File: config.mk
export PLATFORM = sky130hd
export DESIGN_NAME = pmc_cfg
export DESIGN_NICKNAME = d
export VERILOG_FILES = /design/src/rtl/assert_macros.svh /design/src/rtl/pmc_pkg.sv /design/src/rtl/pmc_cfg.sv
export SDC_FILE = /design/constraint.sdc
export NUM_CORES = 1
export LEC_CHECK = 0
export BUFFER_PORTS_ARGS = -buffer_cell sky130_fd_sc_hd__clkbuf_2
export CELL_PAD_IN_SITES_DETAIL_PLACEMENT = 2
export CELL_PAD_IN_SITES_GLOBAL_PLACEMENT = 2
export CORE_MARGIN = 5
export CORE_UTILIZATION = 37
export DETAILED_ROUTE_END_ITERATION = 6
export PLACE_DENSITY = 0.93
export RECOVER_POWER = 50
export SETUP_SLACK_MARGIN = 0.15
export SKIP_LAST_GASP = 1
export SLEW_MARGIN = 5
export SYNTH_ARGS = -nofsm -noshare
export SYNTH_HDL_FRONTEND = slang
export SYNTH_SLANG_ARGS = --single-unit
File: constraint.sdc
create_clock -name clk -period 1.1 [get_ports clk]
set_input_delay 0.055 -clock clk [delete_from_list [all_inputs] [get_ports clk]]
set_output_delay 0.055 -clock clk [all_outputs]
set_load 0.1 [all_outputs]
File: src/rtl/assert_macros.svh
// Assertion macros shared by the PI motor controller RTL.
// Expects clk and rst_n in the scope of each use.
`ifndef ASSERT_MACROS_SVH
`define ASSERT_MACROS_SVH

// Same-cycle implication, disabled during reset.
`define PMC_ASSERT_IMP(lbl, ante, cons, msg) \
    lbl: assert property (@(posedge clk) disable iff (!rst_n) (ante) |-> (cons)) \
        else $error(msg);

// Next-cycle implication, disabled during reset.
`define PMC_ASSERT_NEXT(lbl, ante, cons, msg) \
    lbl: assert property (@(posedge clk) disable iff (!rst_n) (ante) |=> (cons)) \
        else $error(msg);

`endif

File: src/rtl/pmc_pkg.sv
// Package for the PI motor controller: widths, constants, types and helpers.
// No dependencies.
package pmc_pkg;

    localparam int FRAC_BITS = 16;
    localparam int ANGLE_W   = 32 + FRAC_BITS;
    localparam int PROP_W    = 64 - FRAC_BITS;
    localparam int IMAG_W    = 64 - FRAC_BITS;
    localparam int MICROS_W  = 20;
    localparam int QUOT_W    = 36;
    localparam int NUM_W     = (ANGLE_W + MICROS_W > IMAG_W + 32) ?
                               (ANGLE_W + MICROS_W) : (IMAG_W + 32);
    localparam int HALF_A    = (ANGLE_W + 1) / 2;
    localparam int HALF_I    = (IMAG_W + 1) / 2;
    localparam int CFG_INDEX_W = 3;

    // reciprocal divide by 100 or 10^6: numerator below 2^RCP_N, exact floor
    localparam int RCP_N       = 54;
    localparam int RCP_M_W     = 55;
    localparam int RCP_XH      = RCP_N / 2;
    localparam int RCP_ML      = RCP_M_W - RCP_XH;
    localparam int RCP_P_W     = RCP_N + RCP_M_W;
    localparam int RCP_SH_FILT = RCP_N + 7;
    localparam int RCP_SH_INC  = RCP_N + 20;

    localparam logic [MICROS_W-1:0] MICROS_PER_S   = 20'd1000000;
    localparam logic [31:0]         DEG_TO_RAD_Q32 = 32'd74961321;
    localparam logic [QUOT_W-1:0]   VEL_CAP        = QUOT_W'(1) << 31;
    localparam logic [QUOT_W-1:0]   INC_CAP        = QUOT_W'(1) << 34;
    localparam logic [RCP_M_W-1:0]  RCP_M_FILT     = 55'd23058430092136940;
    localparam logic [RCP_M_W-1:0]  RCP_M_INC      = 55'd18889465931478581;

    localparam logic        RST_MODE     = 1'b0;
    localparam logic [30:0] RST_GAIN     = 31'd65536;
    localparam logic [30:0] RST_IGAIN    = 31'd32768;
    localparam logic [30:0] RST_LIMIT    = 31'd65536;
    localparam logic [19:0] RST_PERIOD   = 20'd1000;
    localparam logic [31:0] RST_SETPOINT = 32'd0;
    localparam logic [31:0] RST_RPC      = 32'd6588397;

    typedef enum logic [CFG_INDEX_W-1:0] {
        REG_MODE,
        REG_GAIN,
        REG_IGAIN,
        REG_LIMIT,
        REG_PERIOD,
        REG_SETPOINT,
        REG_RPC
    } pmc_reg_t;

    typedef struct packed {
        logic        mode;
        logic [30:0] gain;
        logic [30:0] integral_gain;
        logic [30:0] limit;
        logic [19:0] loop_period_us;
        logic [31:0] setpoint;
        logic [31:0] radians_per_count;
    } pmc_cfg_t;

    typedef enum logic [4:0] {
        S_IDLE,
        S_CHECK,
        S_ANGLE,
        S_VDIFF,
        S_VMUL_LO,
        S_VMUL_HI,
        S_VDIV,
        S_VDIV_WAIT,
        S_VEST,
        S_VFNUM,
        S_FDIV,
        S_FDIV_WAIT,
        S_VFILT,
        S_PTARGET,
        S_PERR,
        S_PROP,
        S_IMAG,
        S_IMUL_LO,
        S_IMUL_HI,
        S_IDIV,
        S_IDIV_WAIT,
        S_ISUM,
        S_FINISH
    } pmc_state_t;

    typedef enum logic [4:0] {
        OP_NONE,
        OP_LOAD,
        OP_ANGLE,
        OP_VDIFF,
        OP_VMUL_LO,
        OP_VMUL_HI,
        OP_DIV_VEL,
        OP_VEST,
        OP_VFNUM,
        OP_DIV_FILT,
        OP_VFILT,
        OP_PTARGET,
        OP_PERR,
        OP_PROP,
        OP_IMAG,
        OP_IMUL_LO,
        OP_IMUL_HI,
        OP_DIV_INC,
        OP_ISUM,
        OP_FINISH
    } pmc_op_t;

    typedef struct packed {
        pmc_op_t op;
    } pmc_cmd_t;

    typedef struct packed {
        logic trigger;
        logic velocity_mode;
        logic div_busy;
        logic out_free;
    } pmc_stat_t;

    function automatic logic signed [31:0] sat32(input logic signed [63:0] x);
        logic signed [31:0] r;
        if (x > 64'sh0000_0000_7FFF_FFFF)
            r = 32'sh7FFF_FFFF;
        else if (x < -64'sh0000_0000_8000_0000)
            r = 32'sh8000_0000;
        else
            r = x[31:0];
        return r;
    endfunction

    function automatic logic signed [31:0] clamp_lim(input logic signed [63:0] x,
                                                     input logic [30:0] lim);
        logic signed [63:0] hi;
        logic signed [63:0] lo;
        logic signed [31:0] r;
        hi = $signed({33'd0, lim});
        lo = -hi;
        if (x > hi)
            r = hi[31:0];
        else if (x < lo)
            r = lo[31:0];
        else
            r = x[31:0];
        return r;
    endfunction

endpackage

File: src/rtl/pmc_cfg.sv
// Configuration register bank of the PI motor controller.
// Depends on pmc_pkg.
module pmc_cfg (
    input  logic                               clk,
    input  logic                               rst_n,
    input  logic                               cfg_valid,
    output logic                               cfg_ready,
    input  logic [pmc_pkg::CFG_INDEX_W-1:0]    cfg_index,
    input  logic [31:0]                        cfg_data,
    output pmc_pkg::pmc_cfg_t                  cfg
);
    import pmc_pkg::*;

    pmc_cfg_t cfg_reg;

    assign cfg_ready = 1'b1;
    assign cfg       = cfg_reg;

    always_ff @(posedge clk or negedge rst_n)
    begin
        if (!rst_n)
        begin
            cfg_reg.mode              <= RST_MODE;
            cfg_reg.gain              <= RST_GAIN;
            cfg_reg.integral_gain     <= RST_IGAIN;
            cfg_reg.limit             <= RST_LIMIT;
            cfg_reg.loop_period_us    <= RST_PERIOD;
            cfg_reg.setpoint          <= RST_SETPOINT;
            cfg_reg.radians_per_count <= RST_RPC;
        end
        else if (cfg_valid && cfg_ready)
        begin
            case (pmc_reg_t'(cfg_index))
                REG_MODE:     cfg_reg.mode              <= cfg_data[0];
                REG_GAIN:     cfg_reg.gain              <= cfg_data[30:0];
                REG_IGAIN:    cfg_reg.integral_gain     <= cfg_data[30:0];
                REG_LIMIT:    cfg_reg.limit             <= cfg_data[30:0];
                REG_PERIOD:   cfg_reg.loop_period_us    <= cfg_data[19:0];
                REG_SETPOINT: cfg_reg.setpoint          <= cfg_data;
                REG_RPC:      cfg_reg.radians_per_count <= cfg_data;
                default:      ;
            endcase
        end
    end

endmodule

==> qor.log, run 1 <==
qor: outcome.run_status did not finish
qor: place.port_buffers 215
qor: logic_synthesis.synthCells 383
qor: floorplan.io_pins 217
qor: outcome.firstError [ERROR DPL-0033] detailed placement checks failed during check placement.
qor: floorplan.die-width 144 µm
qor: place.place.detailed.hpwl 21.1 mm
qor: floorplan.floorplan.initialDensity 37.4%
qor: logic_synthesis.syn_area_per_cell 17.4 µm²
qor: logic_synthesis.yosys_register_bits 178
qor: outcome.lastStage 3_5_place_dp
qor: place.place.gp.congestion 0.783
qor: floorplan.dieHeight 144 µm
qor: floorplan.fp-row-count 49
qor: logic_synthesis.synth_sequential_area_ratio 67.1%
qor: logic_synthesis.synth_cell_types 11
qor: logic_synthesis.yosys_warnings 0
qor: logic_synthesis.mappedNetlistArea 6680 µm²
qor: logic_synthesis.mappedNetlistNets 421
[cells by family after synthesis]
family | Yosys count | synth area share [%]
other | 1 | 0.0562
AND/OR/NAND/NOR | 7 | 1.09
multiplexers | 178 | 30.0
flip-flops | 178 | 67.1
buffers and inverters | 19 | 1.69
[synth_stat cells (all sizes together)]
library cell	n	area share (%)
and4bb	3	0.56
buf	19	1.7
conb	1	0.056
dfrtp	156	58
dfstp	22	8.7
mux2	178	30
nand4b	3	0.39
nor4b	1	0.13
[metrics by stage]
stage | cell area (µm²) | TNS, ns | hold WS, ns | setup slack, ns | cells
floorplan | 7750 | 0 | -0.241 | 0.00850 | 383
global placement | 11800 | -9.43 | -0.0317 | -0.101 | 825
==> inputs of run 2 (changes only) <==
--- a/config.mk
+++ b/config.mk
@@ -6,14 +6,11 @@
 export NUM_CORES = 1
 export LEC_CHECK = 0
 export BUFFER_PORTS_ARGS = -buffer_cell sky130_fd_sc_hd__clkbuf_2
-export CELL_PAD_IN_SITES_DETAIL_PLACEMENT = 2
-export CELL_PAD_IN_SITES_GLOBAL_PLACEMENT = 2
 export CORE_MARGIN = 5
-export CORE_UTILIZATION = 37
+export CORE_UTILIZATION = 40
 export DETAILED_ROUTE_END_ITERATION = 6
-export PLACE_DENSITY = 0.93
+export PLACE_DENSITY_LB_ADDON = 0.15
 export RECOVER_POWER = 50
-export SETUP_SLACK_MARGIN = 0.15
 export SKIP_LAST_GASP = 1
 export SLEW_MARGIN = 5
 export SYNTH_ARGS = -nofsm -noshare
==> run 2 against run 1 <==
The flow now finishes, with violations (negative setup slack). Synthesized area unchanged. Synthesized cell count unchanged.
==> qor.log, run 2 <==
qor: critical_path.worstSetupEndpointType primary output
qor: logic_synthesis.synthCells 383
qor: critical_path.timing.critical_path.required 1.04 ns
qor: floorplan.io_pins 217
qor: global_routing.grt.total_usage 20.0%
qor: sta.rsz0062_at_grt true
qor: clocking.tritoncts done
qor: sta.timing_worst_slew_pin_value 0.791 ns
qor: logic_synthesis.synth_sequential_area_ratio 67.1%
qor: floorplan.fp-row-count 47
qor: outcome.run_status finished with violations
qor: global_routing.grt_remaining_overflow 0
qor: global_routing.antenna_violations_before_repair 0
qor: route.detail_route.iter0.violations 108
qor: critical_path.critical_path_buf_inv_count 1
qor: sta.final_min_period_over_clock_period 116%
qor: flow_run.max_cap_violations 0
qor: place.place.detailed.hpwl 13.4 mm
qor: clocking.clockBufferDepth 2
qor: logic_synthesis.synth_enable_flop_cells 0
qor: critical_path.crit_path_start cfg[18]
qor: logic_synthesis.syn_area_per_cell 17.4 µm²
qor: critical_path.setup.worst_path.start_class flop
qor: sta.worst_slack -0.180 ns
qor: route.number_of_optimization_iterations_in_the_first_detailed_route_pass 4
qor: sta.timing.fmax 0.782 GHz
qor: critical_path.r2r.worst_path.cells 3
qor: global_routing.maximum_number_of_pins_on_one_net_before_global_route_repair 42
qor: critical_path.maximum_net_fanout_on_the_critical_path 2
qor: sta.hold_violations 0
qor: critical_path.reg2reg_slack 0.04 ns
qor: sta.slew_headroom 47.3%
qor: power.clockPowerShare 17.1%
qor: power.internal-power 18.9 mW
qor: finish.layout_commonest_cell buf_12
qor: finish.final_layout_size_suffix_gt1_share 86.8%
qor: critical_path.cp_slowest_stage_delay 0.63 ns
qor: critical_path.worstReg2RegEnd cfg[127]
qor: finish.area.growth.synth_to_final 81.7%
qor: critical_path.setup.worst_path.end cfg[18]
qor: floorplan.dieHeight 139 µm
qor: sta.final-max-slew-violation-count 0
qor: logic_synthesis.mappedNetlistNets 421
qor: global_routing.global_route.usage.met2 34.5%
qor: clocking.tritoncts.num_buffers 17
qor: sta.finalCriticalPeriod 1.28 ns
qor: clocking.htree_levels 4
qor: logic_synthesis.mappedNetlistArea 6680 µm²
qor: critical_path.crit_family flip-flops
qor: outcome.violations negative setup slack
qor: sta.clock_skew 0 ns
qor: clocking.clkLatencyLatePin 0.41 ns
qor: place.place.gp.congestion 0.721
qor: finish.design.final.nets 697
qor: min_path.hold_depth 3
qor: critical_path.critPathSlowestCell dfstp_4
qor: logic_synthesis.synth_cell_types 11
qor: logic_synthesis.yosys_register_bits 178
qor: min_path.timing.hold.worst.class input port to flop
qor: place.placement.cell_area 11100 µm²
qor: finish.commonest_cells_after_routing_fill_and_taps_aside buf_12 (187), dfrtp_2 (156), mux2_2 (124)
qor: global_routing.grt_pass1_vias 4987
qor: floorplan.floorplan.initialDensity 40.5%
qor: finish.layout.cell_area.non_filler 12100 µm²
qor: power.combinational_power_share 54.5%
qor: global_routing.global_route.usage.met1 23.1%
qor: route.routed_wire_length_per_instance 20.4 µm
qor: finish.n_fill_cell 968
qor: power.total_switching_power 16.6 mW
qor: floorplan.die-width 139 µm
qor: critical_path.worstSetupPathType flop to primary output
qor: route.dr_total_vias 4265
qor: power.power_share_of_the_sequential_group 28.4%
qor: clocking.clk_pin_slew 0.07 ns
qor: logic_synthesis.synth.top_cell.area_share 58.5%
qor: route.vias_per_cell 4.78
qor: global_routing.grt_pass1_wl 29.9 mm
qor: place.port_buffers 215
qor: critical_path.chain_of_cells_forming_the_critical_path buf_12
qor: global_routing.grt_use_met3 7.62%
qor: finish.utilization 73.7%
qor: logic_synthesis.yosys_warnings 0
qor: power.p_total 35.5 mW
qor: floorplan.floorplan.die_area 19400 µm²
qor: finish.insertedDiodeCount 0
qor: clocking.clockRootBuffer clkbuf_16
qor: critical_path.worst_endpoint_data_arrival_time 1.22 ns
qor: sta.timing.final.setup_violations 22
qor: clocking.post_cts_gate_resize_count 0
qor: power.power_per_cell_area 2920 nW/µm²
qor: clocking.cts_sinks 178
qor: logic_synthesis.synthTopCellsByArea dfrtp_1 (58%), mux2_2 (21%), mux2_1 (9.1%), dfstp_2 (8.7%), buf_2 (0.90%)
qor: route.route.detailed.drc 0
qor: logic_synthesis.yosys_most_used_dff dfrtp_1
qor: power.p_sw_share 46.7%
qor: finish.final-instance-count-excl-fill 892
qor: route.final_antenna_net_count 0
qor: global_routing.busiest_layer met2
qor: logic_synthesis.synth.largest_area_cell dfrtp_1
qor: logic_synthesis.synth.most_common_cell dfrtp_1
qor: logic_synthesis.synthArstFlopShare 100%
qor: route.drt-total-wl 18.2 mm
qor: critical_path.cp_num_cells 1
qor: critical_path.origin_of_the_critical_flop_to_flop_path cfg[127]
qor: finish.flip_flop_count_of_the_largest_register_after_layout 178
qor: place.placed_cells_incl_taps 818
qor: place.dp_slack -0.206 ns
qor: power.peak_supply_drop 1630 µV
qor: floorplan.core-area 16500 µm²
qor: power.power.static_leakage 5.13 nW
qor: logic_synthesis.synth.cells.most_frequent dfrtp_1 (156), mux2_2 (124), mux2_1 (54)
==> run 2: cell counts after synthesis <==
No cell type changed its count.
==> run 2: per-layer routing <==
layer  share of wire (%)  routed length, µm
met5                   0                  0
met1                  38               6990
met2                  53               9670
met4                 1.5                274
met3                 7.0               1270
==> run 2: logic make-up after synthesis <==
logic type / count (synthesis) / share of synthesized area (%)
other: 1 / 0.0562
muxes: 178 / 30.0
DFF: 178 / 67.1
buffers and inverters: 19 / 1.69
and+or+nand+nor: 7 / 1.09
==> run 2: tightest hold or removal path, stage by stage <==
cell and delay (ns):
clkbuf_2 0.14, nor4b_1 0.07, mux2_2 0.21
==> run 2: power by group through the flow <==
stage          registers [mW]  logic (mW)  clock network [mW]
2_1_floorplan            20.1        1.32                   0
3_3_place_gp             10.1        19.1                   0
3_5_place_dp             10.2        19.3                   0
4_1_cts                  10.1        19.4                6.20
5_1_grt                  10.3        19.8                6.51
6_report                 10.1        19.3                6.07
==> run 2: how the worst min path moves through the flow <==
stage	start	to	slack, ns
finish	cfg_index[0]	cfg[177]	0.09
CTS	rst_n	cfg[11]	0.07
global placement	rst_n	cfg[43]	-0.05
floorplan	rst_n	cfg[101]	-0.24
global route	cfg_index[0]	cfg[177]	0.11
detailed placement	rst_n	cfg[11]	-0.05
==> run 2: final cells by class <==
type / count / area (µm²) / share of cell area [%]
Clock inverter: 11 / 128 / 1.05
Timing Repair Buffer: 276 / 4400 / 36.3
Sequential cell: 178 / 4760 / 39.2
Clock buffer: 21 / 470 / 3.88
Multi-Input combinational cell: 186 / 2100 / 17.3
Tap cell: 220 / 275 / 2.27
==> run 2: metrics by stage <==
stage,hold WS [ns],TNS (ns)
2_1_floorplan,-0.241,-0.0322
3_3_place_gp,-0.0547,-9.88
3_5_place_dp,-0.0451,-15.54
4_1_cts,0.0657,-4.35
5_1_grt,0.110,-11.28
6_report,0.0950,-3.82
==> run 2: timing repair <==
| action | in CTS | in global routing |
|---|---|---|
| setup endpoints to repair | 38 | 153 |
| hold buffers | 33 | 0 |
| hold endpoints to repair | 337 | 0 |
| setup buffers | 4 | 5 |
No activity file was read; power rests on OpenSTA's default activity.
==> inputs of run 3 (changes only) <==
--- a/config.mk
+++ b/config.mk
@@ -5,10 +5,10 @@
 export SDC_FILE = /design/constraint.sdc
 export NUM_CORES = 1
 export LEC_CHECK = 0
-export BUFFER_PORTS_ARGS = -buffer_cell sky130_fd_sc_hd__clkbuf_2
 export CORE_MARGIN = 5
 export CORE_UTILIZATION = 40
 export DETAILED_ROUTE_END_ITERATION = 6
+export DONT_BUFFER_PORTS = 1
 export PLACE_DENSITY_LB_ADDON = 0.15
 export RECOVER_POWER = 50
 export SKIP_LAST_GASP = 1
==> run 3 against run 2 <==
The flow finishes with violations (negative hold slack, negative setup slack). Global-route usage down 1.4 points. Final cell count fell by 5.4%. Die area unchanged. Combinational power decreased by 3%. Sequential power hardly changed. Critical path depth did not move. Sequential share of layout area up 1.9 points. Critical path type unchanged. Largest cell class unchanged. Highest routed layer unchanged.
==> qor.log, run 3 (same netlist as run 2, synthesis figures left out) <==
qor: outcome.run_status finished with violations
qor: outcome.violations negative hold slack, negative setup slack
qor: finish.final-instance-count-excl-fill 844
qor: flow_run.max_cap_violations 0
qor: finish.design.final.nets 649
qor: route.detail_route.iter0.violations 131
qor: finish.ff_latch_area 4760 µm²
qor: global_routing.maximum_number_of_pins_on_one_net_before_global_route_repair 179
qor: clocking.htree_levels 4
qor: power.power.static_leakage 4.82 nW
qor: critical_path.critical_path_buf_inv_count 1
qor: route.final_antenna_net_count 0
qor: critical_path.worst_endpoint_data_arrival_time 1.23 ns
qor: sta.hold_violations 178
qor: sta.final-max-slew-violation-count 0
qor: sta.rsz0062_at_grt true
qor: sta.finalCriticalPeriod 1.29 ns
qor: critical_path.cp_slowest_stage_delay 0.64 ns
qor: power.power_per_cell_area 2970 nW/µm²
qor: floorplan.die-width 139 µm
qor: finish.insertedDiodeCount 0
qor: finish.flip_flop_count_of_the_largest_register_after_layout 178
qor: route.drt-total-wl 18.3 mm
qor: power.peak_supply_drop 1850 µV
qor: clocking.postCtsHoldBufs 36
qor: floorplan.core-area 16500 µm²
qor: global_routing.grt.total_usage 18.5%
qor: power.p_total 34.3 mW
qor: critical_path.crit_path_start cfg[10]
qor: finish.n_fill_cell 987
qor: floorplan.floorplan.initialDensity 40.5%
qor: critical_path.worstSetupEndpointType primary output
qor: global_routing.grt_pass1_vias 4714
qor: critical_path.crit_family flip-flops
qor: critical_path.r2r.worst_path.cells 2
qor: critical_path.critPathSlowestCell dfstp_4
qor: route.vias_per_cell 4.95
qor: sta.final_min_period_over_clock_period 117%
qor: route.wl_met3 1.15 mm
qor: floorplan.io_pins 217
qor: critical_path.setup.worst_path.start_class flop
qor: clocking.tritoncts.num_buffers 17
qor: clocking.clk_pin_slew 0.07 ns
qor: sta.timing.fmax 0.777 GHz
qor: clocking.clockRootBuffer clkbuf_16
qor: critical_path.origin_of_the_critical_flop_to_flop_path cfg[45]
qor: clocking.clkLatencyLatePin 0.42 ns
qor: place.place.detailed.hpwl 11.2 mm
qor: finish.final_layout_size_suffix_gt1_share 85.6%
qor: finish.multi_input_combinational_cell_area 2100 µm²
qor: sta.clock_skew 0 ns
qor: critical_path.reg2reg_slack 0.15 ns
qor: global_routing.grt_pass1_wl 28.0 mm
qor: finish.commonest_cells_after_routing_fill_and_taps_aside buf_12 (157), dfrtp_2 (156), mux2_2 (124)
qor: critical_path.chain_of_cells_forming_the_critical_path buf_12
qor: place.port_buffers 0
qor: clocking.cts_sinks 178
qor: finish.area.growth.synth_to_final 73.5%
qor: route.route.layer.met1.wl 7.11 mm
qor: route.top_layer met4
qor: finish.utilization 70.3%
qor: sta.worst_slack -0.187 ns
qor: min_path.timing.hold.worst.class input port to async pin
qor: clocking.tritoncts done
qor: critical_path.timing.critical_path.required 1.04 ns
qor: finish.layout_commonest_cell buf_12
qor: route.number_of_optimization_iterations_in_the_first_detailed_route_pass 4
qor: clocking.clockBufferDepth 2
qor: route.detailroute.wirelength.met2 9.70 mm
qor: critical_path.worstSetupPathType flop to primary output
qor: place.place.gp.congestion 0.780
qor: route.routed_wire_length_per_instance 21.6 µm
qor: sta.timing.final.setup_violations 22
qor: floorplan.fp-row-count 47
qor: route.dr_total_vias 4176
qor: floorplan.dieHeight 139 µm
qor: sta.hold_slack -0.676 ns
qor: critical_path.maximum_net_fanout_on_the_critical_path 2
qor: floorplan.floorplan.die_area 19400 µm²
qor: global_routing.grt_remaining_overflow 0
qor: place.placed_cells_incl_taps 770
qor: route.route.detailed.drc 0
qor: global_routing.antenna_violations_before_repair 0
qor: critical_path.worstReg2RegEnd cfg[45]
-- run 3: worst max-delay path by stage --
stage | end | slack, ns | cells past startpoint
floorplan | cfg[131] | -0.008 | 4
global placement | cfg[164] | 0.02 | 3
detailed placement | cfg[176] | -0.01 | 3
CTS | cfg[69] | -0.21 | 1
global route | cfg[69] | -0.23 | 1
finish | cfg[10] | -0.19 | 1
-- run 3: cell type report --
class,instances,area share (%)
Sequential cell,178,41.1
Multi-Input combinational cell,186,18.1
Clock inverter,15,1.08
Timing Repair Buffer,228,33.7
Tap cell,220,2.38
Clock buffer,17,3.67
-- run 3: what timing repair did --
| item | CTS | global route |
|---|---|---|
| hold endpoints to repair | 356 | 178 |
| setup buffers | 4 | 2 |
| setup endpoints to repair | 178 | 178 |
| gates resized for setup | 240 | 176 |
| gates cloned | 0 | 0 |
-- run 3: power by group --
part	total (mW)	switching (mW)	internal [mW]
clock network	5.65	2.69	2.96
logic	18.7	12.3	6.34
registers	10.0	1.53	8.49
-- run 3: through the flow --
stage | area [µm²] | TNS [ns] | setup WS [ns]
after floorplan | 7000 | -0.0322 | -0.00805
after global placement | 8900 | 0 | 0.0167
after detailed placement | 8900 | -0.0343 | -0.00990
after CTS | 10800 | -4.66 | -0.215
after global routing | 11600 | -6.98 | -0.225
final | 11600 | -3.85 | -0.187
-- run 3: metal layers --
| metal | vias up | global-route usage, % |
|---|---|---|
| met4 | 0 | 6.13 |
| met5 | - | 0 |
| li1 | 1837 | - |
| met2 | 132 | 30.8 |
| met3 | 25 | 6.69 |
| met1 | 2182 | 22.5 |
