$ cat src/rtl/assert_macros.svh
// Assertion macros shared by the PI motor controller RTL.
// Expects clk and rst_n in the scope of each use.
`ifndef ASSERT_MACROS_SVH
`define ASSERT_MACROS_SVH

// Same-cycle implication, disabled during reset.
`define PMC_ASSERT_IMP(lbl, ante, cons, msg) \
    lbl: assert property (@(posedge clk) disable iff (!rst_n) (ante) |-> (cons)) \
        else $error(msg);

// Next-cycle implication, disabled during reset.
`define PMC_ASSERT_NEXT(lbl, ante, cons, msg) \
    lbl: assert property (@(posedge clk) disable iff (!rst_n) (ante) |=> (cons)) \
        else $error(msg);

`endif

$ cat src/rtl/pmc_pkg.sv
// Package for the PI motor controller: widths, constants, types and helpers.
// No dependencies.
package pmc_pkg;

    localparam int FRAC_BITS = 16;
    localparam int ANGLE_W   = 32 + FRAC_BITS;
    localparam int PROP_W    = 64 - FRAC_BITS;
    localparam int IMAG_W    = 64 - FRAC_BITS;
    localparam int MICROS_W  = 20;
    localparam int QUOT_W    = 36;
    localparam int NUM_W     = (ANGLE_W + MICROS_W > IMAG_W + 32) ?
                               (ANGLE_W + MICROS_W) : (IMAG_W + 32);
    localparam int HALF_A    = (ANGLE_W + 1) / 2;
    localparam int HALF_I    = (IMAG_W + 1) / 2;
    localparam int CFG_INDEX_W = 3;

    // reciprocal divide by 100 or 10^6: numerator below 2^RCP_N, exact floor
    localparam int RCP_N       = 54;
    localparam int RCP_M_W     = 55;
    localparam int RCP_XH      = RCP_N / 2;
    localparam int RCP_ML      = RCP_M_W - RCP_XH;
    localparam int RCP_P_W     = RCP_N + RCP_M_W;
    localparam int RCP_SH_FILT = RCP_N + 7;
    localparam int RCP_SH_INC  = RCP_N + 20;

    localparam logic [MICROS_W-1:0] MICROS_PER_S   = 20'd1000000;
    localparam logic [31:0]         DEG_TO_RAD_Q32 = 32'd74961321;
    localparam logic [QUOT_W-1:0]   VEL_CAP        = QUOT_W'(1) << 31;
    localparam logic [QUOT_W-1:0]   INC_CAP        = QUOT_W'(1) << 34;
    localparam logic [RCP_M_W-1:0]  RCP_M_FILT     = 55'd23058430092136940;
    localparam logic [RCP_M_W-1:0]  RCP_M_INC      = 55'd18889465931478581;

    localparam logic        RST_MODE     = 1'b0;
    localparam logic [30:0] RST_GAIN     = 31'd65536;
    localparam logic [30:0] RST_IGAIN    = 31'd32768;
    localparam logic [30:0] RST_LIMIT    = 31'd65536;
    localparam logic [19:0] RST_PERIOD   = 20'd1000;
    localparam logic [31:0] RST_SETPOINT = 32'd0;
    localparam logic [31:0] RST_RPC      = 32'd6588397;

    typedef enum logic [CFG_INDEX_W-1:0] {
        REG_MODE,
        REG_GAIN,
        REG_IGAIN,
        REG_LIMIT,
        REG_PERIOD,
        REG_SETPOINT,
        REG_RPC
    } pmc_reg_t;

    typedef struct packed {
        logic        mode;
        logic [30:0] gain;
        logic [30:0] integral_gain;
        logic [30:0] limit;
        logic [19:0] loop_period_us;
        logic [31:0] setpoint;
        logic [31:0] radians_per_count;
    } pmc_cfg_t;

    typedef enum logic [4:0] {
        S_IDLE,
        S_CHECK,
        S_ANGLE,
        S_VDIFF,
        S_VMUL_LO,
        S_VMUL_HI,
        S_VDIV,
        S_VDIV_WAIT,
        S_VEST,
        S_VFNUM,
        S_FDIV,
        S_FDIV_WAIT,
        S_VFILT,
        S_PTARGET,
        S_PERR,
        S_PROP,
        S_IMAG,
        S_IMUL_LO,
        S_IMUL_HI,
        S_IDIV,
        S_IDIV_WAIT,
        S_ISUM,
        S_FINISH
    } pmc_state_t;

    typedef enum logic [4:0] {
        OP_NONE,
        OP_LOAD,
        OP_ANGLE,
        OP_VDIFF,
        OP_VMUL_LO,
        OP_VMUL_HI,
        OP_DIV_VEL,
        OP_VEST,
        OP_VFNUM,
        OP_DIV_FILT,
        OP_VFILT,
        OP_PTARGET,
        OP_PERR,
        OP_PROP,
        OP_IMAG,
        OP_IMUL_LO,
        OP_IMUL_HI,
        OP_DIV_INC,
        OP_ISUM,
        OP_FINISH
    } pmc_op_t;

    typedef struct packed {
        pmc_op_t op;
    } pmc_cmd_t;

    typedef struct packed {
        logic trigger;
        logic velocity_mode;
        logic div_busy;
        logic out_free;
    } pmc_stat_t;

    function automatic logic signed [31:0] sat32(input logic signed [63:0] x);
        logic signed [31:0] r;
        if (x > 64'sh0000_0000_7FFF_FFFF)
            r = 32'sh7FFF_FFFF;
        else if (x < -64'sh0000_0000_8000_0000)
            r = 32'sh8000_0000;
        else
            r = x[31:0];
        return r;
    endfunction

    function automatic logic signed [31:0] clamp_lim(input logic signed [63:0] x,
                                                     input logic [30:0] lim);
        logic signed [63:0] hi;
        logic signed [63:0] lo;
        logic signed [31:0] r;
        hi = $signed({33'd0, lim});
        lo = -hi;
        if (x > hi)
            r = hi[31:0];
        else if (x < lo)
            r = lo[31:0];
        else
            r = x[31:0];
        return r;
    endfunction

endpackage

$ cat src/rtl/pmc_ctrl.sv
// Controller state machine of the PI motor controller: sequences datapath ops.
// Depends on pmc_pkg and assert_macros.svh.
`include "assert_macros.svh"

module pmc_ctrl (
    input  logic                  clk,
    input  logic                  rst_n,
    input  logic                  in_valid,
    output logic                  in_stall,
    input  pmc_pkg::pmc_stat_t    stat,
    output pmc_pkg::pmc_cmd_t     cmd
);
    import pmc_pkg::*;

    pmc_state_t state_reg;
    pmc_state_t state_next;

    always_ff @(posedge clk or negedge rst_n)
    begin
        if (!rst_n)
            state_reg <= S_IDLE;
        else
            state_reg <= state_next;
    end

    always_comb
    begin
        state_next = state_reg;
        cmd.op     = OP_NONE;
        in_stall   = 1'b1;
        case (state_reg)
            S_IDLE:
            begin
                in_stall = 1'b0;
                if (in_valid)
                begin
                    cmd.op     = OP_LOAD;
                    state_next = S_CHECK;
                end
            end
            S_CHECK:
                state_next = stat.trigger ? S_ANGLE : S_IDLE;
            S_ANGLE:
            begin
                cmd.op     = OP_ANGLE;
                state_next = stat.velocity_mode ? S_VDIFF : S_PTARGET;
            end
            S_VDIFF:
            begin
                cmd.op     = OP_VDIFF;
                state_next = S_VMUL_LO;
            end
            S_VMUL_LO:
            begin
                cmd.op     = OP_VMUL_LO;
                state_next = S_VMUL_HI;
            end
            S_VMUL_HI:
            begin
                cmd.op     = OP_VMUL_HI;
                state_next = S_VDIV;
            end
            S_VDIV:
            begin
                cmd.op     = OP_DIV_VEL;
                state_next = S_VDIV_WAIT;
            end
            S_VDIV_WAIT:
                if (!stat.div_busy)
                    state_next = S_VEST;
            S_VEST:
            begin
                cmd.op     = OP_VEST;
                state_next = S_VFNUM;
            end
            S_VFNUM:
            begin
                cmd.op     = OP_VFNUM;
                state_next = S_FDIV;
            end
            S_FDIV:
            begin
                cmd.op     = OP_DIV_FILT;
                state_next = S_FDIV_WAIT;
            end
            S_FDIV_WAIT:
                if (!stat.div_busy)
                    state_next = S_VFILT;
            S_VFILT:
            begin
                cmd.op     = OP_VFILT;
                state_next = S_PROP;
            end
            S_PTARGET:
            begin
                cmd.op     = OP_PTARGET;
                state_next = S_PERR;
            end
            S_PERR:
            begin
                cmd.op     = OP_PERR;
                state_next = S_PROP;
            end
            S_PROP:
            begin
                cmd.op     = OP_PROP;
                state_next = S_IMAG;
            end
            S_IMAG:
            begin
                cmd.op     = OP_IMAG;
                state_next = S_IMUL_LO;
            end
            S_IMUL_LO:
            begin
                cmd.op     = OP_IMUL_LO;
                state_next = S_IMUL_HI;
            end
            S_IMUL_HI:
            begin
                cmd.op     = OP_IMUL_HI;
                state_next = S_IDIV;
            end
            S_IDIV:
            begin
                cmd.op     = OP_DIV_INC;
                state_next = S_IDIV_WAIT;
            end
            S_IDIV_WAIT:
                if (!stat.div_busy)
                    state_next = S_ISUM;
            S_ISUM:
            begin
                cmd.op     = OP_ISUM;
                state_next = S_FINISH;
            end
            S_FINISH:
                if (stat.out_free)
                begin
                    cmd.op     = OP_FINISH;
                    state_next = S_IDLE;
                end
            default:
                state_next = S_IDLE;
        endcase
    end

    `PMC_ASSERT_IMP(a_div_in_wait, stat.div_busy, state_reg == S_VDIV_WAIT || state_reg == S_FDIV_WAIT || state_reg == S_IDIV_WAIT, "divider busy outside a wait state")

endmodule

$ cat config.mk
export PLATFORM = sky130hd
export DESIGN_NAME = pmc_ctrl
export DESIGN_NICKNAME = d
export VERILOG_FILES = /design/src/rtl/pmc_pkg.sv /design/src/rtl/pmc_ctrl.sv
export VERILOG_INCLUDE_DIRS = /design/src /design/src/rtl
export SDC_FILE = /design/constraint.sdc
export NUM_CORES = 1
export LEC_CHECK = 0
export BUFFER_PORTS_ARGS = -buffer_cell sky130_fd_sc_hd__buf_2
export CORE_MARGIN = 2
export CORE_UTILIZATION = 40
export DETAILED_ROUTE_END_ITERATION = 7
export SLEW_MARGIN = 15
export SYNTH_ARGS = -nofsm -noshare
export SYNTH_HDL_FRONTEND = slang
export SYNTH_SLANG_ARGS = --single-unit
$ cat constraint.sdc
create_clock -name clk -period 1.8 [get_ports clk]
set_input_delay 0.09 -clock clk [delete_from_list [all_inputs] [get_ports clk]]
set_output_delay 0.09 -clock clk [all_outputs]
set_load 0.01 [all_outputs]
# [After elaboration in Yosys (flattened, before gate mapping)]
# Index checks and enable logic that the tools add are counted.
[totals] in_bits=7 reg_bits=5
[classes] reduce_logical=3 n_eq_ne=27 mux=12
[ops] operator="$pmux 5 s22" count=1
[ops] operator="$pmux 5 s19" count=1
[ops] operator="$eq 5x4->1 const B" count=8
[ops] operator="$eq 5x5->1 const B" count=7
[ops] operator="$mux 5" count=6
[ops] operator="$eq 5x3->1 const B" count=4
[ops] operator="$eq 5x2->1 const B" count=2
[ops] operator="$ne 2x2->1 const B" count=5
[ops] operator="$eq 5x1->1 const B" count=1
[ops] operator="$logic_not 5->1" count=1
[ops] operator="$reduce_and 5->1" count=1
[ops] operator="$mux 4" count=1
[ops] operator="$mux 1" count=2
[ops] operator="$mux 2" count=1
[ops] operator="$reduce_or 2->1" count=1

# [Logic depth before layout (Yosys ltp)]
# Gate-level depths: netlist of run 1.
[logic_depth] word_depth=3 mapped_depth=6 ltp_nobuf=4

# [Worst setup path after synthesis of run 1]
# Ideal clock, no wire load.
[synth_timing] path_kind="reg2reg" start="reg state_reg[3]" end="reg state_reg[0]" stages_incl_launch_ff=6 t_required_ns=1.682 period_less_slack_ns=1.431 setup_time_ns=0.118 t_arrival_ns=1.313 path_slack_ns=0.369 cell_sequence="dfrtp_1 -> buf_6 -> or4_4 -> nor3_2 -> nor3_1 -> a21o_1"
[synth_between] elab_chain_cells=3
[synth_rtl] item="start, declared" line="pmc_ctrl.sv:15" rtl="pmc_state_t state_reg;"
[synth_rtl] item="start signal, assigned" line="pmc_ctrl.sv:23" rtl="state_reg <= state_next;"
[synth_rtl] item="$eq 5x4->1, or another cell as far along" line="pmc_ctrl.sv:31" rtl="case (state_reg)"
[synth_rtl] item="$reduce_or 2->1 (no line) or $ne 2x2->1 (tied branches)"
[synth_rtl] item="$pmux 5 s22 or $reduce_and 5->1 (tied branches)"
# Several ways; a longest one is shown, not always the timed one.
# A chain may end at the register's enable or synchronous reset.

==> impl_summary.txt, run 1 <==
----------------------------------------------------
[Global routing]
  Grt total ovfl ... 0
  Overall global routing resource usage ... 0.204
  Number of antenna violations at the first check in global routing ... 0
  Pin count of the biggest net entering global routing ... 17
  Global-route wire length before repair ... 2860 um
  Number of global-route vias before repair ... 611

[Drt]
  Drc violations ... 0
  Wire length after detailed routing ... 1710 um
  First DRT Iteration DRCs ... 14
  Antenna violation net count after detailed routing ... 0
  DR vias ... 711
  Detail-routed net length per standard cell ... 14.3 um
  Pre-antenna DRT Iters ... 5
  Via density per instance ... 5.97

[Timing]
  Minimum period implied by the final worst setup slack ... 1.70 ns
  Total Negative Setup Slacks ... 0 ns
  Final setup viols ... 0
  Period utilisation layout ... 0.946
  Max Clk Rate ... 587 MHz
  Pins over their slew limit ... 0
  Clock skew ... 0.00188 ns
  Headroom to the max-slew limit ... 0.719
  Setup repair after global routing missed its margin ... yes
  Final Hold Vio Count ... 0
  Slew at the pin with the worst max-slew slack ... 0.411 ns

[Synth]
  Sequential share of the synthesized area ... 0.197
  Distinct cell type count of the synthesized netlist ... 35
  Net count after synthesis ... 96
  Combined area of all synthesized cells ... 634 um^2
  Yosys warnings ... 0
  #FFs+latches synth ... 5
  Async S/R FF share, synth ... 1.00
  Syn avg cell area ... 7.13 um^2
  Dominant register cell in the synthesized netlist ... dfrtp_1
  Number of cells produced by synthesis ... 89
  Number of synthesized flops with an enable pin ... 0

[Place]
  Global placement routability congestion ... 0.893
  Estimated wirelength of the detail-placed design ... 1200 um
  Area after detailed placement ... 712 um^2
  Number of buffers added on ports ... 12

[Final layout]
  Most common cell after layout, fill and taps aside ... buf_2
  Flip-flop count of the largest register, all copies and words added ... 5
  Share of final-layout standard cells stronger than drive strength 1 ... 0.282
  Cell area after layout ... 752 um^2
  Most frequent cells in the layout ... buf_2, a21oi_1, nor2_1, o21ai_0, buf_4
  # nets final ... 111
  Antenna diode count ... 0
  Area growth from synthesis to final layout ... 18.5%

[Hold path]
  Type of the tightest min-delay check ... primary input to async pin

[Clock network]
  Setup Fix Bufs, Post-CTS ... 0
  Clock root cell ... clkbuf_4
  CTS tree ... done
  Clock buffers created by TritonCTS ... 3
  Count of H-tree levels built during CTS ... 1
  Clock insertion delay at the later pin of the skew report ... 0.25 ns
  TritonCTS Sinks ... 5
  CTS max path bufs ... 2
  Worst-path clk slew ... 0.05 ns

[Status]
  Run status ... finished, final reports clean

[Pwr]
  P per Cell Area ... 2190 nW/um^2
  Leakage ... 0.311 nW
  Net switching component of the power ... 0.842 mW
  Int Pwr ... 0.808 mW
  Peak ir drop on the vdd network ... 745 uV
  Switching share of power ... 0.510
  Power share of the clock group ... 0.083
  Gate power share ... 0.706
  Portion of total power attributed to sequential cells ... 0.210

[Worst setup path]
  Data arrival time of the critical path ... 1.61 ns
  Critical-path maximum fanout ... 9
  Required time at the endpoint of the critical path ... 1.71 ns
  Critical Path Source Type ... flip-flop
  Flop-to-flop setup slack ... 0.28 ns
  Startpoint-to-endpoint class of the critical path ... flip-flop to output port
  End of the worst register-to-register path ... state_reg[2]$_DFFE_PN0P_
  R2r worst-path depth ... 5
  Sort of element at the end of the critical path ... output port
  Source of the worst register-to-register timing path ... state_reg[3]$_DFFE_PN0P_

[Floorplanning]
  Die boundary height ... 43.8 um
  Number of top-level pins ... 13
  Die Width ... 43.8 um
  Starting density of the core ... 0.426
  Full die area ... 1920 um^2
  Number of cell rows ... 14
  Area inside the core boundary ... 1490 um^2

[Run]
  Max cap viols ... 0

----------------------------------------------------
[cell type report]
cell class,count,area (um^2)
Sequential cell,5,129
Inverter,3,11.3
Clock buffer,4,26.3
Tap cell,16,20.0
Fill cell,158,737
Timing Repair Buffer,20,123
Multi-Input combinational cell,71,443
[power by group through the flow]
stage	sequential (mW)	clock (mW)	combinational (mW)
after floorplan	0.210	0	0.971
after CTS	0.336	0.143	1.15
after global placement	0.337	0	1.15
after global routing	0.368	0.147	1.30
final	0.347	0.138	1.17
after detailed placement	0.339	0	1.15
[routing by layer]
layer  GRT usage  vias up  wire (um)
li1            -      354          -
met1       0.305      330        837
met2       0.271       21        748
met3      0.0250        6         76
met4       0.127        0         42
met5           0        -          0
[Yosys cell counts (3+ instances only)]
library cell | instances | share of area
a21oi_1 | 11 | 0.087
buf_2 | 8 | 0.063
nor2_1 | 7 | 0.041
o21ai_0 | 7 | 0.055
dfrtp_1 | 5 | 0.20
nand2_1 | 5 | 0.030
nand2b_1 | 5 | 0.049
nor2b_1 | 5 | 0.049
a31oi_1 | 3 | 0.030
inv_1 | 3 | 0.018
[critical path, stage by stage, from the launching register on]
cell,delay (ns)
dfrtp_1,0.41
buf_4,0.19
nor2b_1,0.29
a41oi_1,0.15
o21ai_0,0.17
buf_2,0.15
[worst max path at each step]
stage | startpoint | end | slack, ns | cells after the start
after floorplan | state_reg[3]$_DFFE_PN0P_ | state_reg[0]$_DFFE_PN0P_ | 0.37 | 5
after global placement | state_reg[4]$_DFFE_PN0P_ | state_reg[0]$_DFFE_PN0P_ | 0.28 | 4
after detailed placement | state_reg[3]$_DFFE_PN0P_ | state_reg[0]$_DFFE_PN0P_ | 0.27 | 4
after CTS | state_reg[4]$_DFFE_PN0P_ | cmd[1] | 0.02 | 5
after global routing | state_reg[1]$_DFFE_PN0P_ | cmd[0] | -0.03 | 5
final | state_reg[1]$_DFFE_PN0P_ | cmd[0] | 0.1 | 5
[repair_timing]
action | CTS | global route
hold endpoints to repair | 5 | 0
resized for setup | 0 | 3
setup endpoints to repair | 0 | 4
hold buffers | 1 | 0
[cells by family (layout without fill, tap and decap cells)]
group                  after synthesis  after routing  synth area share
multiplexers                         1              1            0.0158
flip-flops                           5              5             0.197
buffers and inverters               13             27             0.105
AND/OR/NAND/NOR                     33             33             0.296
XOR/XNOR                             2              2            0.0276
AO/OA/AOI/OAI                       35             35             0.359
[through the flow]
stage	std cells	utilization	setup WS [ns]	hold slack [ns]	total power, mW
floorplan	89	-	0.369	-0.206	1.18
global placement	114	0.478	0.278	-0.0893	1.49
global route	119	0.505	-0.0327	0.197	1.82
CTS	119	0.503	0.0177	0.177	1.63
finish	119	0.505	0.0968	0.180	1.65
detailed placement	114	0.478	0.266	-0.0858	1.49
No activity file was read; power rests on OpenSTA's default activity.
==> run 2: changes to the inputs <==
Settings changed: CTS_BUF_LIST set to sky130_fd_sc_hd__clkbuf_4 sky130_fd_sc_hd__clkbuf_8.
==> run 2 against run 1 <==
- worst hold slack got worse by 0.00065 ns
- maximum frequency is essentially flat
- count of clock-buffer cells in the layout unchanged
- die area did not move
- critical path depth unchanged
- power up 1.0%
- combinational power is essentially flat
- cell count unchanged
- clock power rose by 12%
- sequential cell count unchanged
- non-clock buffer count unchanged
- clock skew fell by 0.0013 ns
- critical endpoint unchanged
- highest routed layer unchanged
==> impl_summary.txt, run 2 (synthesis gave the netlist of run 1 again) <==
----------------------------------------------------
[Status]
  Run status ... finished, final reports clean

[Worst setup path]
  Slowest stage delay, CP ... 0.41 ns
  Kind of cell with the highest combined delay on the critical path ... flip-flops
  Startpoint-to-endpoint class of the critical path ... flip-flop to output port
  Source of the worst register-to-register timing path ... state_reg[3]$_DFFE_PN0P_
  Sort of element at the end of the critical path ... output port
  Cells traversed along the worst timing path ... buf_4 > nor2b_1 > a41oi_1 > o21ai_0 > buf_2
  Buffering stage count on the worst path with inverters included ... 2
  Critical Path Source Type ... flip-flop
  Required time at the endpoint of the critical path ... 1.71 ns
  Critical-path maximum fanout ... 9
  Slowest library cell on the worst path ... dfrtp_1
  Cell count along the critical path ... 5
  Data arrival time of the critical path ... 1.61 ns
  Worst setup path startpoint ... state_reg[1]$_DFFE_PN0P_
  R2r worst-path depth ... 5

[Drt]
  Wire length after detailed routing ... 1710 um
  Pre-antenna DRT Iters ... 5
  Drc violations ... 0
  Antenna violation net count after detailed routing ... 0
  First DRT Iteration DRCs ... 13
  Via density per instance ... 5.92
  Detail-routed net length per standard cell ... 14.3 um
  DR vias ... 704

[Final layout]
  Flip-flop count of the largest register, all copies and words added ... 5
  Most frequent cells in the layout ... buf_2, a21oi_1, nor2_1, o21ai_0, buf_4
  Layout Cells excl Fill ... 119
  Layout filler cell count ... 156
  Cell area after layout ... 756 um^2
  # nets final ... 111
  Antenna diode count ... 0
  Most common cell after layout, fill and taps aside ... buf_2
  Share of final-layout standard cells stronger than drive strength 1 ... 0.291
  Area growth from synthesis to final layout ... 19.1%

[Floorplanning]
  Number of top-level pins ... 13
  Number of cell rows ... 14
  Die boundary height ... 43.8 um
  Full die area ... 1920 um^2
  Die Width ... 43.8 um
  Starting density of the core ... 0.426
  Area inside the core boundary ... 1490 um^2

[Timing]
  PnR worst setup slack ... 0.0980 ns
  Worst hold margin ... 0.179 ns
  Pins over their slew limit ... 0
  Final Hold Vio Count ... 0
  Period utilisation layout ... 0.946
  Final setup viols ... 0
  Slew at the pin with the worst max-slew slack ... 0.408 ns
  Clock skew ... 0.000532 ns
  Headroom to the max-slew limit ... 0.721
  Max Clk Rate ... 588 MHz
  Minimum period implied by the final worst setup slack ... 1.70 ns
  Setup repair after global routing missed its margin ... yes

[Hold path]
  Type of the tightest min-delay check ... primary input to async pin

[Pwr]
  Portion of total power attributed to sequential cells ... 0.209
  Gate power share ... 0.698
  Final Power ... 1.67 mW
  Switching share of power ... 0.506
  Power share of the clock group ... 0.092
  Leakage ... 0.315 nW
  P per Cell Area ... 2210 nW/um^2
  Net switching component of the power ... 0.844 mW
  Int Pwr ... 0.823 mW
  Peak ir drop on the vdd network ... 747 uV

[Run]
  Max cap viols ... 0

[Place]
  Post-place setup slack ... 0.266 ns
  Number of buffers added on ports ... 12
  Area after detailed placement ... 712 um^2
  Estimated wirelength of the detail-placed design ... 1200 um
  Global placement routability congestion ... 0.893
  Placed insts ... 114

[Global routing]
  Global-route wire length before repair ... 2860 um
  Pin count of the biggest net entering global routing ... 17
  Number of antenna violations at the first check in global routing ... 0
  Overall global routing resource usage ... 0.204
  Grt total ovfl ... 0
  Number of global-route vias before repair ... 611

[Clock network]
  Clock insertion delay at the later pin of the skew report ... 0.25 ns
  Clock buffers created by TritonCTS ... 3
  CTS tree ... done
  Clock root cell ... clkbuf_4
  Worst-path clk slew ... 0.05 ns
  CTS max path bufs ... 2
  Count of H-tree levels built during CTS ... 1
  TritonCTS Sinks ... 5

----------------------------------------------------
[run 2: cell counts in the layout (fill, tap and decap cells not counted)]
Identical to the previous run, type by type.
[run 2: final cells by class]
class | count | area (um^2) | share of cell area
sequential | 5 | 129 | 0.171
clock buffer | 4 | 30.0 | 0.0397
tap | 16 | 20.0 | 0.0265
inverter | 3 | 11.3 | 0.0149
timing repair buffer | 20 | 123 | 0.162
multi-input combinational | 71 | 443 | 0.586
[run 2: metal layers]
metal / global-route usage / wire length (um) / up-vias
li1: - / - / 354
met1: 0.305 / 839 / 324
met2: 0.271 / 748 / 21
met3: 0.0250 / 74 / 5
met4: 0.127 / 44 / 0
met5: 0 / 0 / -
[run 2: timing repair]
item	4_1_cts	5_1_grt
hold buffers	1	0
setup buffers	0	0
setup endpoints to repair	0	4
resized for setup	0	3
hold endpoints to repair	5	0
[run 2: power by group through the flow]
| stage | clock network (mW) | logic [mW] | registers, mW |
|---|---|---|---|
| finish | 0.154 | 1.16 | 0.349 |
| global route | 0.162 | 1.30 | 0.368 |
| CTS | 0.159 | 1.15 | 0.336 |
| detailed placement | 0 | 1.15 | 0.339 |
| global placement | 0 | 1.15 | 0.337 |
| floorplan | 0 | 0.971 | 0.210 |
[run 2: worst paths after layout]
check | end | slack (ns)
worst max-delay path | cmd[0] | 0.1
worst min-delay path | state_reg[4]$_DFFE_PN0P_ | 0.18
worst max register to register | state_reg[2]$_DFFE_PN0P_ | 0.27
worst min register to register | state_reg[3]$_DFFE_PN0P_ | 0.53
max in group asynchronous | state_reg[3]$_DFFE_PN0P_ | 1.47
min in group clk | state_reg[3]$_DFFE_PN0P_ | 0.20
[run 2: worst reg2reg max path, cell delays in order (launching register included)]
cell     delay (ns)
dfrtp_2        0.47
buf_4          0.19
xnor2_1        0.18
nor3_2         0.07
nor3_1         0.36
a21oi_1        0.12
[run 2: per-stage QoR]
stage               utilization  setup TNS, ns
finish                    0.508              0
global route              0.508        -0.0335
CTS                       0.505              0
detailed placement        0.478              0
global placement          0.478              0
floorplan                     -              0
==> run 3: changes to the inputs <==
Settings changed: ABC_AREA set to 1.
==> run 3 against run 2 <==
- maximum frequency fell by 0.18%
- routed wire length rose by 18%
- first-iteration DRC count grew to 2.9 times the previous value
- synthesized cell count rose by 56%
- critical endpoint is now cmd[1]
- global-route usage shrank 0.89 points
- sequential cell count stayed put
- clock skew grew 0.0030 ns
- combinational power rose by 5%
- sequential share of layout area down 2.7 points
- synthesized area is 23% higher
==> impl_summary.txt, run 3 <==
----------------------------------------------------
[Place]
  Estimated wirelength of the detail-placed design ... 1680 um
  Global placement routability congestion ... 0.917
  Placed insts ... 175
  Number of buffers added on ports ... 12
  Area after detailed placement ... 852 um^2

[Worst setup path]
  Critical Path Source Type ... flip-flop
  Flop-to-flop setup slack ... 0.33 ns
  Critical-path maximum fanout ... 8
  End of the worst register-to-register path ... state_reg[3]$_DFFE_PN0P_
  Sort of element at the end of the critical path ... output port
  Required time at the endpoint of the critical path ... 1.71 ns
  Startpoint-to-endpoint class of the critical path ... flip-flop to output port
  R2r worst-path depth ... 8
  Worst setup path startpoint ... state_reg[0]$_DFFE_PN0P_
  Source of the worst register-to-register timing path ... state_reg[0]$_DFFE_PN0P_
  Data arrival time of the critical path ... 1.62 ns

[Floorplanning]
  Die boundary height ... 48.1 um
  Area inside the core boundary ... 1780 um^2
  Full die area ... 2310 um^2
  Number of cell rows ... 15
  Number of top-level pins ... 13
  Starting density of the core ... 0.436
  Die Width ... 48.1 um

[Clock network]
  TritonCTS Sinks ... 5
  Count of H-tree levels built during CTS ... 1
  Clock buffers created by TritonCTS ... 3
  Clock insertion delay at the later pin of the skew report ... 0.23 ns
  CTS max path bufs ... 2
  Worst-path clk slew ... 0.04 ns
  CTS tree ... done
  Clock root cell ... clkbuf_4

[Drt]
  DR vias ... 907
  Drc violations ... 0
  Wire length after detailed routing ... 2010 um
  First DRT Iteration DRCs ... 38
  Via density per instance ... 5.04
  Antenna violation net count after detailed routing ... 0
  Pre-antenna DRT Iters ... 4
  Detail-routed net length per standard cell ... 11.2 um

[Timing]
  Slew at the pin with the worst max-slew slack ... 0.377 ns
  Final Hold Vio Count ... 0
  Period utilisation layout ... 0.947
  Max Clk Rate ... 586 MHz
  Total Negative Setup Slacks ... 0 ns
  Pins over their slew limit ... 0
  Final setup viols ... 0
  Headroom to the max-slew limit ... 0.749
  Clock skew ... 0.00356 ns
  Minimum period implied by the final worst setup slack ... 1.71 ns
  Setup repair after global routing missed its margin ... yes

[Pwr]
  Peak ir drop on the vdd network ... 648 uV
  Leakage ... 0.529 nW
  P per Cell Area ... 1830 nW/um^2

[Hold path]
  Worst min-delay path startpoint ... stat[1]
  Type of the tightest min-delay check ... primary input to flip-flop
  Hold worst-path end ... state_reg[4]$_DFFE_PN0P_
  Hold-critical path depth ... 4

[Global routing]
  Number of antenna violations at the first check in global routing ... 0
  Grt total ovfl ... 0
  Pin count of the biggest net entering global routing ... 12
  Overall global routing resource usage ... 0.195
  Global-route wire length before repair ... 3130 um
  Number of global-route vias before repair ... 728

[Synth]
  Dominant register cell in the synthesized netlist ... dfrtp_1
  Cell types with the largest area share after synthesis ... nand2_1, dfrtp_1, nand3_1, nor2_1, nand3_2
  Cell accounting for the most synthesized area ... nand2_1
  Most instantiated cells after synthesis ... nand2_1, nand3_1, nor2_1, inv_1
  Top cell type's share of synthesized area ... 0.227
  Sequential share of the synthesized area ... 0.161
  Number of cells produced by synthesis ... 139
  Syn avg cell area ... 5.60 um^2
  #FFs+latches synth ... 5
  Combined area of all synthesized cells ... 778 um^2
  Number of synthesized flops with an enable pin ... 0
  Distinct cell type count of the synthesized netlist ... 20
  Net count after synthesis ... 146
  Async S/R FF share, synth ... 1.00
  Most numerous cell in the Yosys netlist ... nand2_1
  Yosys warnings ... 0

[Final layout]
  Flip-flop count of the largest register, all copies and words added ... 5
  Layout Cells excl Fill ... 180
  Layout filler cell count ... 197
  Share of final-layout standard cells stronger than drive strength 1 ... 0.284
  Antenna diode count ... 0
  Most frequent cells in the layout ... nand2_1, nand3_1, nor2_1, inv_1, buf_2
  Most common cell after layout, fill and taps aside ... nand2_1
  Cell area after layout ... 905 um^2
  # nets final ... 163
  Final core utilization ... 0.507
  Area growth from synthesis to final layout ... 16.2%

[Status]
  Run status ... finished, final reports clean

[Run]
  Max cap viols ... 0

----------------------------------------------------
run 3: worst max path at each step:
stage	end	slack, ns	cells past startpoint
floorplan	state_reg[0]$_DFFE_PN0P_	0.50	8
global route	cmd[0]	-0.03	8
detailed placement	cmd[0]	0.29	8
CTS	cmd[0]	0.03	8
finish	cmd[1]	0.09	6
global placement	cmd[0]	0.26	8
run 3: metrics by stage:
| stage | worst slack, ns | total power [mW] | hold slack [ns] |
|---|---|---|---|
| finish | 0.0949 | 1.65 | 0.172 |
| global placement | 0.260 | 1.51 | -0.0925 |
| global route | -0.0268 | 1.84 | 0.197 |
| detailed placement | 0.286 | 1.48 | -0.0919 |
| CTS | 0.0262 | 1.63 | 0.165 |
| floorplan | 0.502 | 1.18 | -0.206 |
run 3: final cells by class:
type                    count  area, um^2  area share
repair buffers             14        77.6      0.0858
inverters                  17        63.8      0.0705
flip-flops and latches      5         130       0.144
clock buffers               4        30.0      0.0332
well taps                  25        31.3      0.0346
multi-input cells         115         572       0.632
run 3: logic make-up after synthesis:
group                  after synthesis  share of synthesized area
AND/OR/NAND/NOR                    105                      0.653
buffers and inverters               19                      0.114
AO/OA/AOI/OAI                       10                     0.0723
flip-flops                           5                      0.161
run 3: per-layer routing:
metal	vias up	part of all wire	wire (um)	track usage
met5	-	0	0	0
met4	0	0	0	0.0270
met3	0	0.081	164	0.0444
met2	49	0.45	912	0.293
met1	381	0.46	936	0.290
li1	477	-	-	-
run 3: critical path, cell delays in order, from the launching register on:
cell and delay [ns]:
dfrtp_1 0.45, nor2_2 0.36, nand3_1 0.15, nand2_1 0.12, inv_1 0.07, nand3_1 0.09
buf_2 0.13
run 3: what timing repair did:
action	CTS	global route
resized for setup	0	6
endpoints found under the setup margin	0	3
buffers inserted	0	0
hold buffers	1	0
endpoints found under the hold margin	5	0
run 3: power by group:
part	internal, mW	switching [mW]
Combinational	0.426	0.794
Clock	0.0985	0.0404
Sequential	0.179	0.116
